--- src/rtl/core/utf8ds_pkg.sv ---
package utf8ds_pkg;

    // code point constants
    localparam logic [20:0] REPL_CP    = 21'h00FFFD;
    localparam logic [20:0] MAX_CP     = 21'h10FFFF;
    localparam logic [20:0] SURR_LO    = 21'h00D800;
    localparam logic [20:0] SURR_HI    = 21'h00DFFF;
    localparam logic [20:0] NONCHAR_LO = 21'h00FDD0;
    localparam logic [20:0] NONCHAR_HI = 21'h00FDEF;
    localparam logic [20:0] C0_HI      = 21'h00001F;
    localparam logic [20:0] DEL_CP     = 21'h00007F;
    localparam logic [20:0] C1_HI      = 21'h00009F;
    localparam logic [20:0] TAB_CP     = 21'h000009;
    localparam logic [20:0] LF_CP      = 21'h00000A;
    localparam logic [20:0] CR_CP      = 21'h00000D;

    // shortest legal value per sequence length
    localparam logic [20:0] MIN_TWO    = 21'h000080;
    localparam logic [20:0] MIN_THREE  = 21'h000800;
    localparam logic [20:0] MIN_FOUR   = 21'h010000;

    // continuation bytes a pending sequence needs
    localparam logic [1:0] SEQ_NONE  = 2'd0;
    localparam logic [1:0] SEQ_TWO   = 2'd1;
    localparam logic [1:0] SEQ_THREE = 2'd2;
    localparam logic [1:0] SEQ_FOUR  = 2'd3;

    // results caused by one input byte: count-1 replacements, then cp
    typedef struct packed {
        logic [2:0]  count;
        logic [20:0] cp;
        logic        fin;
    } bundle_t;

    // replace out-of-range, surrogate, noncharacter and control values (tab, LF and CR are kept)
    function automatic logic [20:0] sanitize(input logic [20:0] cp);
        logic bad;
        logic ctrl;
        logic keep;
        ctrl = (cp <= C0_HI) || ((cp >= DEL_CP) && (cp <= C1_HI));
        keep = (cp == TAB_CP) || (cp == LF_CP) || (cp == CR_CP);
        bad  = (cp > MAX_CP)
            || ((cp >= SURR_LO) && (cp <= SURR_HI))
            || ((cp >= NONCHAR_LO) && (cp <= NONCHAR_HI))
            || (cp[15:1] == 15'h7FFF)
            || (ctrl && !keep);
        return bad ? REPL_CP : cp;
    endfunction

endpackage

--- src/rtl/core/utf8ds_decode.sv ---
module utf8ds_decode
    import utf8ds_pkg::*;
(
    input  logic       clk,
    input  logic       rst_n,
    input  logic       accept,
    input  logic [7:0] data_byte,
    input  logic       final_byte,
    output bundle_t    bundle
);

    logic [20:0] pv_reg;
    logic [20:0] pv_next;
    logic [1:0]  need_reg;
    logic [1:0]  need_next;
    logic [1:0]  recv_reg;
    logic [1:0]  recv_next;

    // decode one byte against the pending sequence
    always_comb
    begin
        logic        cont;
        logic [2:0]  got;
        logic [2:0]  pre;
        logic [20:0] pv_shift;
        logic [20:0] low;

        cont     = (data_byte[7:6] == 2'b10);
        got      = {1'b0, recv_reg} + 3'd1;
        pv_shift = {pv_reg[14:0], data_byte[5:0]};

        unique case (need_reg)
            SEQ_TWO:   low = MIN_TWO;
            SEQ_THREE: low = MIN_THREE;
            SEQ_FOUR:  low = MIN_FOUR;
            default:   low = MIN_TWO;
        endcase

        pv_next      = pv_reg;
        need_next    = need_reg;
        recv_next    = recv_reg;
        bundle.count = 3'd0;
        bundle.cp    = REPL_CP;
        bundle.fin   = final_byte;
        pre          = 3'd0;

        if ((need_reg != SEQ_NONE) && cont)
        begin
            if (got >= {1'b0, need_reg})
            begin
                // sequence complete, reject overlong forms
                bundle.count = 3'd1;
                bundle.cp    = (pv_shift < low) ? REPL_CP : sanitize(pv_shift);
                pv_next      = '0;
                need_next    = SEQ_NONE;
                recv_next    = '0;
            end
            else if (!final_byte)
            begin
                pv_next   = pv_shift;
                recv_next = got[1:0];
            end
            else
            begin
                // text ends mid-sequence: lead plus each continuation
                bundle.count = got + 3'd1;
                pv_next      = '0;
                need_next    = SEQ_NONE;
                recv_next    = '0;
            end
        end
        else
        begin
            // flush an interrupted sequence, then decode the byte afresh
            if (need_reg != SEQ_NONE)
                pre = got;
            pv_next   = '0;
            need_next = SEQ_NONE;
            recv_next = '0;
            if (!data_byte[7])
            begin
                bundle.count = pre + 3'd1;
                bundle.cp    = sanitize({13'd0, data_byte});
            end
            else if ((data_byte[7:5] == 3'b110) || (data_byte[7:4] == 4'b1110)
                     || (data_byte[7:3] == 5'b11110))
            begin
                if (final_byte)
                begin
                    bundle.count = pre + 3'd1;
                end
                else
                begin
                    bundle.count = pre;
                    if (data_byte[7:5] == 3'b110)
                    begin
                        need_next = SEQ_TWO;
                        pv_next   = {16'd0, data_byte[4:0]};
                    end
                    else if (data_byte[7:4] == 4'b1110)
                    begin
                        need_next = SEQ_THREE;
                        pv_next   = {17'd0, data_byte[3:0]};
                    end
                    else
                    begin
                        need_next = SEQ_FOUR;
                        pv_next   = {18'd0, data_byte[2:0]};
                    end
                end
            end
            else
            begin
                // stray continuation or invalid lead
                bundle.count = pre + 3'd1;
            end
        end
    end

    // sequence state
    always_ff @(posedge clk or negedge rst_n)
    begin
        if (!rst_n)
        begin
            pv_reg   <= '0;
            need_reg <= SEQ_NONE;
            recv_reg <= '0;
        end
        else if (accept)
        begin
            pv_reg   <= pv_next;
            need_reg <= need_next;
            recv_reg <= recv_next;
        end
    end

endmodule

--- src/rtl/core/utf8ds_emit.sv ---
module utf8ds_emit
    import utf8ds_pkg::*;
(
    input  logic        clk,
    input  logic        rst_n,
    input  logic        push,
    input  bundle_t     bundle,
    output logic        busy,
    output logic        out_valid,
    input  logic        out_stall,
    output logic [20:0] code_point,
    output logic        run_last,
    output logic        text_end
);

    logic        bnd_valid_reg;
    logic        bnd_valid_next;
    bundle_t     bnd_reg;
    bundle_t     bnd_next;
    logic        out_valid_reg;
    logic        out_valid_next;
    logic [20:0] cp_reg;
    logic [20:0] cp_next;
    logic        last_reg;
    logic        last_next;
    logic        end_reg;
    logic        end_next;
    logic        out_free;
    logic        emit;
    logic        done;

    // result handshake and buffer control
    assign out_free = !out_valid_reg || !out_stall;
    assign emit     = bnd_valid_reg && out_free;
    assign done     = emit && (bnd_reg.count == 3'd1);
    assign busy     = bnd_valid_reg && !done;

    // serialize buffered results: replacements first, decoded value last
    always_comb
    begin
        bnd_valid_next = bnd_valid_reg;
        bnd_next       = bnd_reg;
        out_valid_next = out_valid_reg;
        cp_next        = cp_reg;
        last_next      = last_reg;
        end_next       = end_reg;

        if (out_free)
        begin
            out_valid_next = bnd_valid_reg;
            if (bnd_reg.count == 3'd1)
            begin
                cp_next   = bnd_reg.cp;
                last_next = 1'b1;
                end_next  = bnd_reg.fin;
            end
            else
            begin
                cp_next   = REPL_CP;
                last_next = 1'b0;
                end_next  = 1'b0;
            end
        end

        if (push && (bundle.count != 3'd0))
        begin
            bnd_valid_next = 1'b1;
            bnd_next       = bundle;
        end
        else if (done)
        begin
            bnd_valid_next = 1'b0;
        end
        else if (emit)
        begin
            bnd_next.count = bnd_reg.count - 3'd1;
        end
    end

    // control registers
    always_ff @(posedge clk or negedge rst_n)
    begin
        if (!rst_n)
        begin
            bnd_valid_reg <= 1'b0;
            out_valid_reg <= 1'b0;
        end
        else
        begin
            bnd_valid_reg <= bnd_valid_next;
            out_valid_reg <= out_valid_next;
        end
    end

    // payload registers
    always_ff @(posedge clk)
    begin
        bnd_reg  <= bnd_next;
        cp_reg   <= cp_next;
        last_reg <= last_next;
        end_reg  <= end_next;
    end

    assign out_valid  = out_valid_reg;
    assign code_point = cp_reg;
    assign run_last   = last_reg;
    assign text_end   = end_reg;

endmodule

--- src/rtl/core/utf8_decode_sanitize.sv ---
// UTF-8 decoder with sanitizer. One text byte per request in, one code point
// per request out; run_last flags the last result a byte caused and text_end
// the last result of the text. A byte is taken every cycle while each byte
// yields at most one result and out_stall is low. A byte that yields n
// results (up to four, on errors) holds the single-entry result buffer
// until the output register has taken all n, one per cycle while out_stall
// is low; each result passes through the buffer, then the output register.
// Replacement results always precede the decoded value of the same byte.
module utf8_decode_sanitize
    import utf8ds_pkg::*;
(
    input  logic        clk,
    input  logic        rst_n,
    input  logic        in_valid,
    output logic        in_stall,
    input  logic [7:0]  data_byte,
    input  logic        final_byte,
    output logic        out_valid,
    input  logic        out_stall,
    output logic [20:0] code_point,
    output logic        run_last,
    output logic        text_end
);

    logic    in_accept;
    logic    busy;
    bundle_t bundle;

    // input handshake
    assign in_accept = in_valid && !in_stall;
    assign in_stall  = busy;

    // byte decoder and sequence state
    utf8ds_decode u_decode (
        .clk        (clk),
        .rst_n      (rst_n),
        .accept     (in_accept),
        .data_byte  (data_byte),
        .final_byte (final_byte),
        .bundle     (bundle)
    );

    // result buffer and output register
    utf8ds_emit u_emit (
        .clk        (clk),
        .rst_n      (rst_n),
        .push       (in_accept),
        .bundle     (bundle),
        .busy       (busy),
        .out_valid  (out_valid),
        .out_stall  (out_stall),
        .code_point (code_point),
        .run_last   (run_last),
        .text_end   (text_end)
    );

`ifndef ASSERT_OFF
    // end of text always closes a byte's run
    assert property (@(posedge clk) disable iff (!rst_n)
        (out_valid && text_end) |-> run_last)
    else $error("text_end without run_last");

    // results ahead of the last one of a byte are replacements
    assert property (@(posedge clk) disable iff (!rst_n)
        (out_valid && !run_last) |-> (code_point == REPL_CP))
    else $error("non-final result is not a replacement");

    // sanitized output never leaves the code space
    assert property (@(posedge clk) disable iff (!rst_n)
        out_valid |-> (code_point <= MAX_CP))
    else $error("code point out of range");
`endif

endmodule
--- config.mk ---
export PLATFORM = sky130hd
export DESIGN_NAME = utf8_decode_sanitize
export DESIGN_NICKNAME = d
export VERILOG_FILES = /design/src/rtl/core/utf8ds_pkg.sv /design/src/rtl/core/utf8ds_decode.sv /design/src/rtl/core/utf8ds_emit.sv /design/src/rtl/core/utf8_decode_sanitize.sv
export SDC_FILE = /design/constraint.sdc
export NUM_CORES = 1
export LEC_CHECK = 0
export BUFFER_PORTS_ARGS = -buffer_cell sky130_fd_sc_hd__buf_2
export CAP_MARGIN = 20
export CORE_ASPECT_RATIO = 1.75
export CORE_MARGIN = 5
export CORE_UTILIZATION = 52
export DETAILED_ROUTE_END_ITERATION = 6
export HOLD_SLACK_MARGIN = 0.05
export PLACE_DENSITY = 0.75
export SYNTH_ARGS = -nofsm -noshare
export SYNTH_HDL_FRONTEND = slang
export SYNTH_SLANG_ARGS = --single-unit
--- constraint.sdc ---
create_clock -name clk -period 2.8 [get_ports clk]
set_input_delay 0.42 -clock clk [delete_from_list [all_inputs] [get_ports clk]]
set_output_delay 0.42 -clock clk [all_outputs]
set_load 0.02 [all_outputs]
==> out/metrics.json, run 1 <==
{
  "routing": {
    "vias_per_cell": 5.681,
    "route.antenna.remaining_nets": 0,
    "detail_route.wl_per_cell_um": 14.68,
    "topRoutingLayerUsed": "met4",
    "routedLengthMet1_um": 2317,
    "remaining_drc_errors": 0,
    "detail_route.iter0.violations": 100,
    "route.met2.wl_um": 3216,
    "wl_met3_um": 396,
    "route.vias.total": 2403,
    "wirelength_um": 6211,
    "dr.pass1.iters": 4
  },
  "global_route": {
    "wire_length_of_the_first_global_routing_pass_um": 10930,
    "grt_max_degree": 31,
    "grt_usage_pct": 17.16,
    "number_of_antenna_violations_at_the_first_check_in_global_routing": 0,
    "grt_overflow_total": 0,
    "number_of_global_route_vias_before_repair": 2395
  },
  "cells_and_area": {
    "largest_register_ff_count": 25,
    "final_layout_size_suffix_gt1_share_pct": 21.57,
    "antennaDiodeCount": 0,
    "area_growth_pct": 16.31,
    "fin_util_pct": 62.40,
    "seq_area_sq_um": 1967,
    "num-fill-cells": 539,
    "area_of_all_placed_cells_without_fillers_sq_um": 3916,
    "multi_input_gate_area_sq_um": 1285,
    "fin_nets": 360
  },
  "setup_path": {
    "slowest_library_cell_on_the_worst_path": "sky130_fd_sc_hd__dfrtp_1",
    "critical_path.cell_chain": "inv_1, fa_1, or2_2, o21ai_0, nand3_1, nor4_2, buf_4, a31oi_1",
    "critical_path.endpoint_type": "flop",
    "critical_path.startpoint_type": "flop",
    "critPathArrivalTime_ps": 2650,
    "crit_fanout": 15,
    "timing.critical_path.max_delay_family": "simple AND/OR/NAND/NOR gates",
    "cpPeakStageDelay_ps": 410,
    "cp.buffers_inverters": 2,
    "setup.worst_path.class": "flop to flop",
    "reg2reg_setup_slack_ps": 230,
    "required_ps": 2880
  },
  "synth": {
    "synth_cell_type_count": 46,
    "synth.area.top_cells": "sky130_fd_sc_hd__edfxtp_1, sky130_fd_sc_hd__dfrtp_1, sky130_fd_sc_hd__nand2b_1",
    "synth-edff-count": 48,
    "synthDominantAreaCellType": "sky130_fd_sc_hd__edfxtp_1",
    "synth_most_common_cell": "sky130_fd_sc_hd__edfxtp_1",
    "postSynthRegisterBits": 69,
    "synthFlopType": "sky130_fd_sc_hd__edfxtp_1",
    "synth.net_count": 315,
    "avgSynthCellArea_sq_um": 11.49,
    "netlist_area_sq_um": 3367,
    "netlist.area_leader.share_pct": 42.81,
    "synth-seq-area-share_pct": 58.42,
    "commonest_cells_in_the_netlist": "sky130_fd_sc_hd__edfxtp_1, sky130_fd_sc_hd__nand2_1, sky130_fd_sc_hd__dfrtp_1",
    "synth_async_sr_flop_share_pct": 30.43,
    "synth_cells": 293,
    "yosys_warning_total": 0
  },
  "clock_tree": {
    "cts-root-buf": "sky130_fd_sc_hd__clkbuf_8",
    "cts_buffers": 9,
    "htreeDepth": 3,
    "post_cts.resized_instances": 0,
    "clkTransAtPathRegs_ps": 70,
    "clockBufferDepth": 2,
    "clock_latency_ps": 340,
    "cts_num_sinks": 69,
    "tritoncts": "done"
  },
  "run_status": {
    "outcome": "completed"
  },
  "power": {
    "powerDensity_nw_per_um2": 848.7,
    "leakage_nw": 1.501,
    "power.ir.vdd_worst_v": 0.0005261
  },
  "hold_path": {
    "worst_hold_path_type": "primary input to flop"
  },
  "floorplan": {
    "die_h_um": 116.4,
    "core_area_sq_um": 6276,
    "design.portCount": 38,
    "placement_rows": 38,
    "floorplan.die.width_um": 70.83,
    "floorplan.initialDensity_pct": 53.65,
    "die_area_sq_um": 8247
  },
  "sta": {
    "timing_max_transition_violations_final": 0,
    "period_minus_slack_ps": 2572,
    "timing.final.setup_violations": 0,
    "maxClockFrequency_mhz": 388.9,
    "final.setup.tns_ps": 0,
    "clock-skew-final_ps": 4.784,
    "worst_pin_slew_ps": 494.0,
    "rsz0062_at_grt": "false",
    "holdWs_ps": 388.3,
    "maxSlewHeadroom_pct": 67.07,
    "final.period_utilization_pct": 91.84,
    "hold_viol_final": 0
  },
  "placement": {
    "buffer_ports.inserted": 37,
    "hpwl_um": 4703,
    "routabilityCongestion": 0.9351,
    "cell_area_placed_sq_um": 3692
  },
  "flow_run": {
    "max_cap_viol_count": 0
  }
}
## layer usage
metal | vias to the layer above | GRT usage (%)
met4 | 0 | 12.05
met5 | - | 0
li1 | 1187 | -
met2 | 85 | 28.95
met3 | 23 | 4.737
met1 | 1108 | 18.44
## placed cells by master (no fill, tap or decap), drive strengths merged, types with 3 or more instances in the layout
cell and n:
nand2 24, nor3 3, a22o 4, clkinv 5, or2 3, o21ai 11, a31oi 6, dfrtp 21
o31ai 8, and3 6, clkbuf 9, nand4 6, nor4 7, and2 9, nand3 7, o22ai 8
xnor2 4, buf 49, edfxtp 48, nor2 18, nor2b 4, inv 14, nand2b 19, o41ai 3
a21oi 4, or4 6, ha 8, a22oi 3
## cells by family after synthesis
group	synth area share (%)
AND/OR/NAND/NOR	18.88
AO/OA/AOI/OAI	13.71
flip-flops	58.42
buffers and inverters	3.567
adder cells (fa/ha/maj)	3.568
multiplexers	0.2973
XOR/XNOR	1.561
## path summary, 6_finish.rpt
path | startpoint | endpoint | depth (start not counted)
worst max-delay path | u_decode.recv_reg[1]$_DFFE_PN0P_ | u_emit.bnd_reg[13]$_DFFE_PP_ | 8
worst min-delay path | data_byte[3] | u_decode.pv_reg[3]$_DFFE_PN0P_ | 3
worst max register to register | u_decode.recv_reg[1]$_DFFE_PN0P_ | u_emit.bnd_reg[13]$_DFFE_PP_ | 8
worst min register to register | u_emit.bnd_valid_reg$_DFFE_PN0P_ | u_emit.out_valid$_DFFE_PN0N_ | 1
max in group asynchronous | rst_n | u_decode.recv_reg[1]$_DFFE_PN0P_ | 2
min in group asynchronous | rst_n | u_decode.pv_reg[10]$_DFFE_PN0P_ | 2
## worst register-to-register path, stage by stage (launching register included)
cell and delay, ps:
sky130_fd_sc_hd__dfrtp_1 410, sky130_fd_sc_hd__inv_1 100, sky130_fd_sc_hd__fa_1 410, sky130_fd_sc_hd__or2_2 310, sky130_fd_sc_hd__o21ai_0 320, sky130_fd_sc_hd__nand3_1 180
sky130_fd_sc_hd__nor4_2 260, sky130_fd_sc_hd__buf_4 230, sky130_fd_sc_hd__a31oi_1 90
## stage by stage
stage,total power [mW],worst slack [ps],std cells
after floorplan,2.213,160.0,293
after global placement,2.461,298.5,406
after detailed placement,2.493,257.7,406
after CTS,3.354,226.3,423
after global routing,3.538,62.13,423
final,3.324,228.3,423
## report_power, final
group,total [mW],internal (mW),leakage (nW),switching [mW]
clock network,0.854,0.496,0.108,0.358
registers,1.47,1.40,0.713,0.0750
logic,1.00,0.374,0.680,0.626
## repair_timing
action,in CTS,in global routing
setup buffers,0,0
hold endpoints to repair,21,0
setup endpoints to repair,0,0
hold buffers,1,0
## area by class of cell
type / instances / area share (%)
inverter: 14 / 1.342
clock inverter: 7 / 2.300
tap: 80 / 2.556
timing repair buffer: 50 / 7.604
sequential: 69 / 50.22
clock buffer: 9 / 3.163
multi-input combinational: 194 / 32.81
Power figures use the tool's default switching activity.
==> run 2: changes to the inputs <==
--- a/config.mk
+++ b/config.mk
@@ -7,12 +7,14 @@
 export LEC_CHECK = 0
 export BUFFER_PORTS_ARGS = -buffer_cell sky130_fd_sc_hd__buf_2
 export CAP_MARGIN = 20
+export CELL_PAD_IN_SITES_DETAIL_PLACEMENT = 1
+export CELL_PAD_IN_SITES_GLOBAL_PLACEMENT = 2
 export CORE_ASPECT_RATIO = 1.75
 export CORE_MARGIN = 5
-export CORE_UTILIZATION = 52
+export CORE_UTILIZATION = 35
 export DETAILED_ROUTE_END_ITERATION = 6
 export HOLD_SLACK_MARGIN = 0.05
-export PLACE_DENSITY = 0.75
+export PLACE_DENSITY_LB_ADDON = 0.1
 export SYNTH_ARGS = -nofsm -noshare
 export SYNTH_HDL_FRONTEND = slang
 export SYNTH_SLANG_ARGS = --single-unit
==> run 2 against run 1 <==
  * Sequential share of layout area down 1.9 points
  * Die area up 43%
  * Setup slack better by 16 ps
  * Critical endpoint is now u_emit.bnd_reg[21]$_SDFFCE_PP0P_
==> out/metrics.json, run 2 (synthesized netlist as in run 1, its figures left out) <==
{
  "setup_path": {
    "critical_path.endpoint_type": {"value": "flop", "change": "unchanged"},
    "critPathArrivalTime": {"value": 2630, "unit": "ps", "change": "was 2650 ps"},
    "reg2reg_setup_slack": {"value": 240, "unit": "ps", "change": "was 230 ps"},
    "setup.worst_path.class": {"value": "flop to flop", "change": "unchanged"},
    "crit_fanout": {"value": 15, "change": "unchanged"},
    "critical_path.startpoint_type": {"value": "flop", "change": "unchanged"},
    "reg2regPathDepth": {"value": 6, "change": "was 8"},
    "required": {"value": 2880, "unit": "ps", "change": "about the same"},
    "r2r-end": {"value": "u_emit.bnd_reg[21]$_SDFFCE_PP0P_", "change": "was u_emit.bnd_reg[13]$_DFFE_PP_"},
    "reg2reg_from": {"value": "u_decode.pv_reg[13]$_DFFE_PN0P_", "change": "was u_decode.recv_reg[1]$_DFFE_PN0P_"}
  },
  "placement": {
    "cell_area_placed": {"value": 3745, "unit": "sq um", "change": "was 3692 sq um"},
    "routabilityCongestion": {"value": 0.8260, "change": "was 0.9351"},
    "pre_cts_slack": {"value": 232.5, "unit": "ps", "change": "was 257.7 ps"},
    "buffer_ports.inserted": {"value": 37, "change": "unchanged"},
    "hpwl": {"value": 6211, "unit": "um", "change": "was 4703 um"},
    "dp_cells": {"value": 448, "change": "was 406"}
  },
  "routing": {
    "remaining_drc_errors": {"value": 0, "change": "unchanged"},
    "route.vias.total": {"value": 2424, "change": "was 2,403"},
    "route.antenna.remaining_nets": {"value": 0, "change": "unchanged"},
    "wirelength": {"value": 7929, "unit": "um", "change": "was 6211 um"},
    "detail_route.iter0.violations": {"value": 132, "change": "was 100"},
    "dr.pass1.iters": {"value": 4, "change": "unchanged"},
    "detail_route.wl_per_cell": {"value": 17.09, "unit": "um", "change": "was 14.68 um"},
    "vias_per_cell": {"value": 5.224, "change": "was 5.681"}
  },
  "clock_tree": {
    "cts-root-buf": {"value": "sky130_fd_sc_hd__clkbuf_16", "change": "was sky130_fd_sc_hd__clkbuf_8"},
    "clockBufferDepth": {"value": 2, "change": "unchanged"},
    "cts_buffers": {"value": 9, "change": "unchanged"},
    "cts.hold.buffers_added": {"value": 0, "change": "was 1"},
    "clock_latency": {"value": 330, "unit": "ps", "change": "was 340 ps"},
    "clkTransAtPathRegs": {"value": 60, "unit": "ps", "change": "was 70 ps"},
    "cts_num_sinks": {"value": 69, "change": "unchanged"},
    "cts.repair_timing.setup_buffer_count": {"value": 0, "change": "unchanged"},
    "post_cts.resized_instances": {"value": 0, "change": "unchanged"},
    "tritoncts": {"value": "done", "change": "unchanged"},
    "htreeDepth": {"value": 3, "change": "unchanged"}
  },
  "sta": {
    "post-route-worst-setup-slack": {"value": 244.5, "unit": "ps", "change": "was 228.3 ps"},
    "timing.final.setup_violations": {"value": 0, "change": "unchanged"},
    "timing_max_transition_violations_final": {"value": 0, "change": "unchanged"},
    "final.setup.tns": {"value": 0, "unit": "ps", "change": "unchanged"},
    "worst_pin_slew": {"value": 982.1, "unit": "ps", "change": "was 494.0 ps"},
    "maxSlewHeadroom": {"value": 34.02, "unit": "%", "change": "was 67.07%"},
    "rsz0062_at_grt": {"value": "false", "change": "unchanged"},
    "final.period_utilization": {"value": 91.27, "unit": "%", "change": "was 91.84%"},
    "hold_viol_final": {"value": 0, "change": "unchanged"},
    "holdWs": {"value": 66.07, "unit": "ps", "change": "was 388.3 ps"},
    "period_minus_slack": {"value": 2556, "unit": "ps", "change": "was 2572 ps"},
    "maxClockFrequency": {"value": 391.3, "unit": "MHz", "change": "was 388.9 MHz"},
    "clock-skew-final": {"value": 6.037, "unit": "ps", "change": "was 4.784 ps"}
  },
  "cells_and_area": {
    "antennaDiodeCount": {"value": 0, "change": "unchanged"},
    "area_of_all_placed_cells_without_fillers": {"value": 4069, "unit": "sq um", "change": "was 3916 sq um"},
    "layout_commonest_cell": {"value": "sky130_fd_sc_hd__edfxtp_1", "change": "unchanged"},
    "num-fill-cells": {"value": 1039, "change": "was 539"},
    "fin_util": {"value": 42.98, "unit": "%", "change": "was 62.40%"},
    "finalNonFillerCells": {"value": 464, "change": "was 423"},
    "largest_register_ff_count": {"value": 25, "change": "unchanged"},
    "multi_input_gate_area": {"value": 1285, "unit": "sq um", "change": "unchanged"},
    "final_cell_mix": {"value": "sky130_fd_sc_hd__edfxtp_1, sky130_fd_sc_hd__buf_2, sky130_fd_sc_hd__nand2_1", "change": "unchanged"},
    "final_layout_size_suffix_gt1_share": {"value": 22.22, "unit": "%", "change": "was 21.57%"},
    "area_growth": {"value": 20.85, "unit": "%", "change": "was 16.31%"},
    "seq_area": {"value": 1967, "unit": "sq um", "change": "unchanged"},
    "fin_nets": {"value": 359, "change": "was 360"}
  },
  "power": {
    "cell_internal_pwr": {"value": 2.556, "unit": "mW", "change": "was 2.266 mW"},
    "power.ir.vdd_worst": {"value": 0.0003429, "unit": "V", "change": "was 0.0005261 V"},
    "power.share.combinational": {"value": 27.7, "unit": "%", "change": "was 30.1%"},
    "p_sw": {"value": 1.181, "unit": "mW", "change": "was 1.058 mW"},
    "switching_share": {"value": 31.60, "unit": "%", "change": "was 31.84%"},
    "power.total": {"value": 3.736, "unit": "mW", "change": "was 3.324 mW"},
    "power.sequential.fraction": {"value": 39.5, "unit": "%", "change": "was 44.2%"},
    "share_clk_of_total_power": {"value": 32.8, "unit": "%", "change": "was 25.7%"},
    "leakage": {"value": 1.544, "unit": "nW", "change": "was 1.501 nW"},
    "powerDensity": {"value": 918.3, "unit": "nW/um^2", "change": "was 848.7 nW/um^2"}
  },
  "hold_path": {
    "worst_hold_path_type": {"value": "primary input to async pin", "change": "was primary input to flop"}
  },
  "global_route": {
    "grt_max_degree": {"value": 31, "change": "unchanged"},
    "wire_length_of_the_first_global_routing_pass": {"value": 12940, "unit": "um", "change": "was 10,930 um"},
    "number_of_antenna_violations_at_the_first_check_in_global_routing": {"value": 0, "change": "unchanged"},
    "number_of_global_route_vias_before_repair": {"value": 2523, "change": "was 2,395"},
    "grt_usage": {"value": 14.04, "unit": "%", "change": "was 17.16%"},
    "grt_overflow_total": {"value": 0, "change": "unchanged"}
  },
  "floorplan": {
    "die_area": {"value": 11760, "unit": "sq um", "change": "was 8247 sq um"},
    "core_area": {"value": 9468, "unit": "sq um", "change": "was 6276 sq um"},
    "floorplan.initialDensity": {"value": 35.56, "unit": "%", "change": "was 53.65%"},
    "placement_rows": {"value": 47, "change": "was 38"},
    "floorplan.die.width": {"value": 84.14, "unit": "um", "change": "was 70.83 um"},
    "die_h": {"value": 139.8, "unit": "um", "change": "was 116.4 um"},
    "design.portCount": {"value": 38, "change": "unchanged"}
  },
  "run_status": {
    "outcome": {"value": "completed", "change": "unchanged"}
  },
  "flow_run": {
    "max_cap_viol_count": {"value": 0, "change": "unchanged"}
  }
}
## run 2: worst max path at each step
stage	to	slack, ps	cells after the start	startpoint
2_1_floorplan	u_emit.bnd_reg[0]$_DFFE_PP_	160	6	u_decode.recv_reg[0]$_DFFE_PN0P_
4_1_cts	u_emit.bnd_reg[14]$_DFFE_PP_	220	7	u_decode.recv_reg[1]$_DFFE_PN0P_
5_1_grt	u_emit.bnd_reg[8]$_DFFE_PP_	60	8	u_decode.recv_reg[1]$_DFFE_PN0P_
6_report	u_emit.bnd_reg[21]$_SDFFCE_PP0P_	240	6	u_decode.pv_reg[13]$_DFFE_PN0P_
3_5_place_dp	u_emit.bnd_reg[20]$_SDFFCE_PP0P_	230	7	u_decode.recv_reg[1]$_DFFE_PN0P_
3_3_place_gp	u_emit.bnd_reg[21]$_SDFFCE_PP0P_	250	6	u_decode.pv_reg[13]$_DFFE_PN0P_
## run 2: final cells by class
class / count / share of cell area [%]
Clock inverter: 7 / 2.429
Multi-Input combinational cell: 194 / 31.58
Inverter: 14 / 1.292
Sequential cell: 69 / 48.34
Clock buffer: 9 / 5.535
Timing Repair Buffer: 49 / 7.073
Tap cell: 122 / 3.752
## run 2: routing by layer
layer	global-route usage, %	vias to the layer above	part of all wire, %
li1	-	1180	-
met1	15.43	1186	40
met2	26.10	48	55
met3	3.075	10	3.9
met4	4.831	0	1.4
met5	0	-	0
## run 2: worst max-delay path: stages (launching register included)
cell and delay, ps:
sky130_fd_sc_hd__dfrtp_1 410, sky130_fd_sc_hd__or4_4 570, sky130_fd_sc_hd__or4_4 510, sky130_fd_sc_hd__a2111oi_4 350, sky130_fd_sc_hd__nor4_2 90, sky130_fd_sc_hd__buf_4 190
sky130_fd_sc_hd__and3_1 190
## run 2: power groups by stage
stage	combinational (mW)	sequential, mW	clock (mW)
global route	1.15	1.50	1.30
detailed placement	1.05	1.50	0
global placement	1.04	1.49	0
floorplan	0.630	1.58	0
finish	1.03	1.48	1.23
CTS	1.06	1.48	1.24
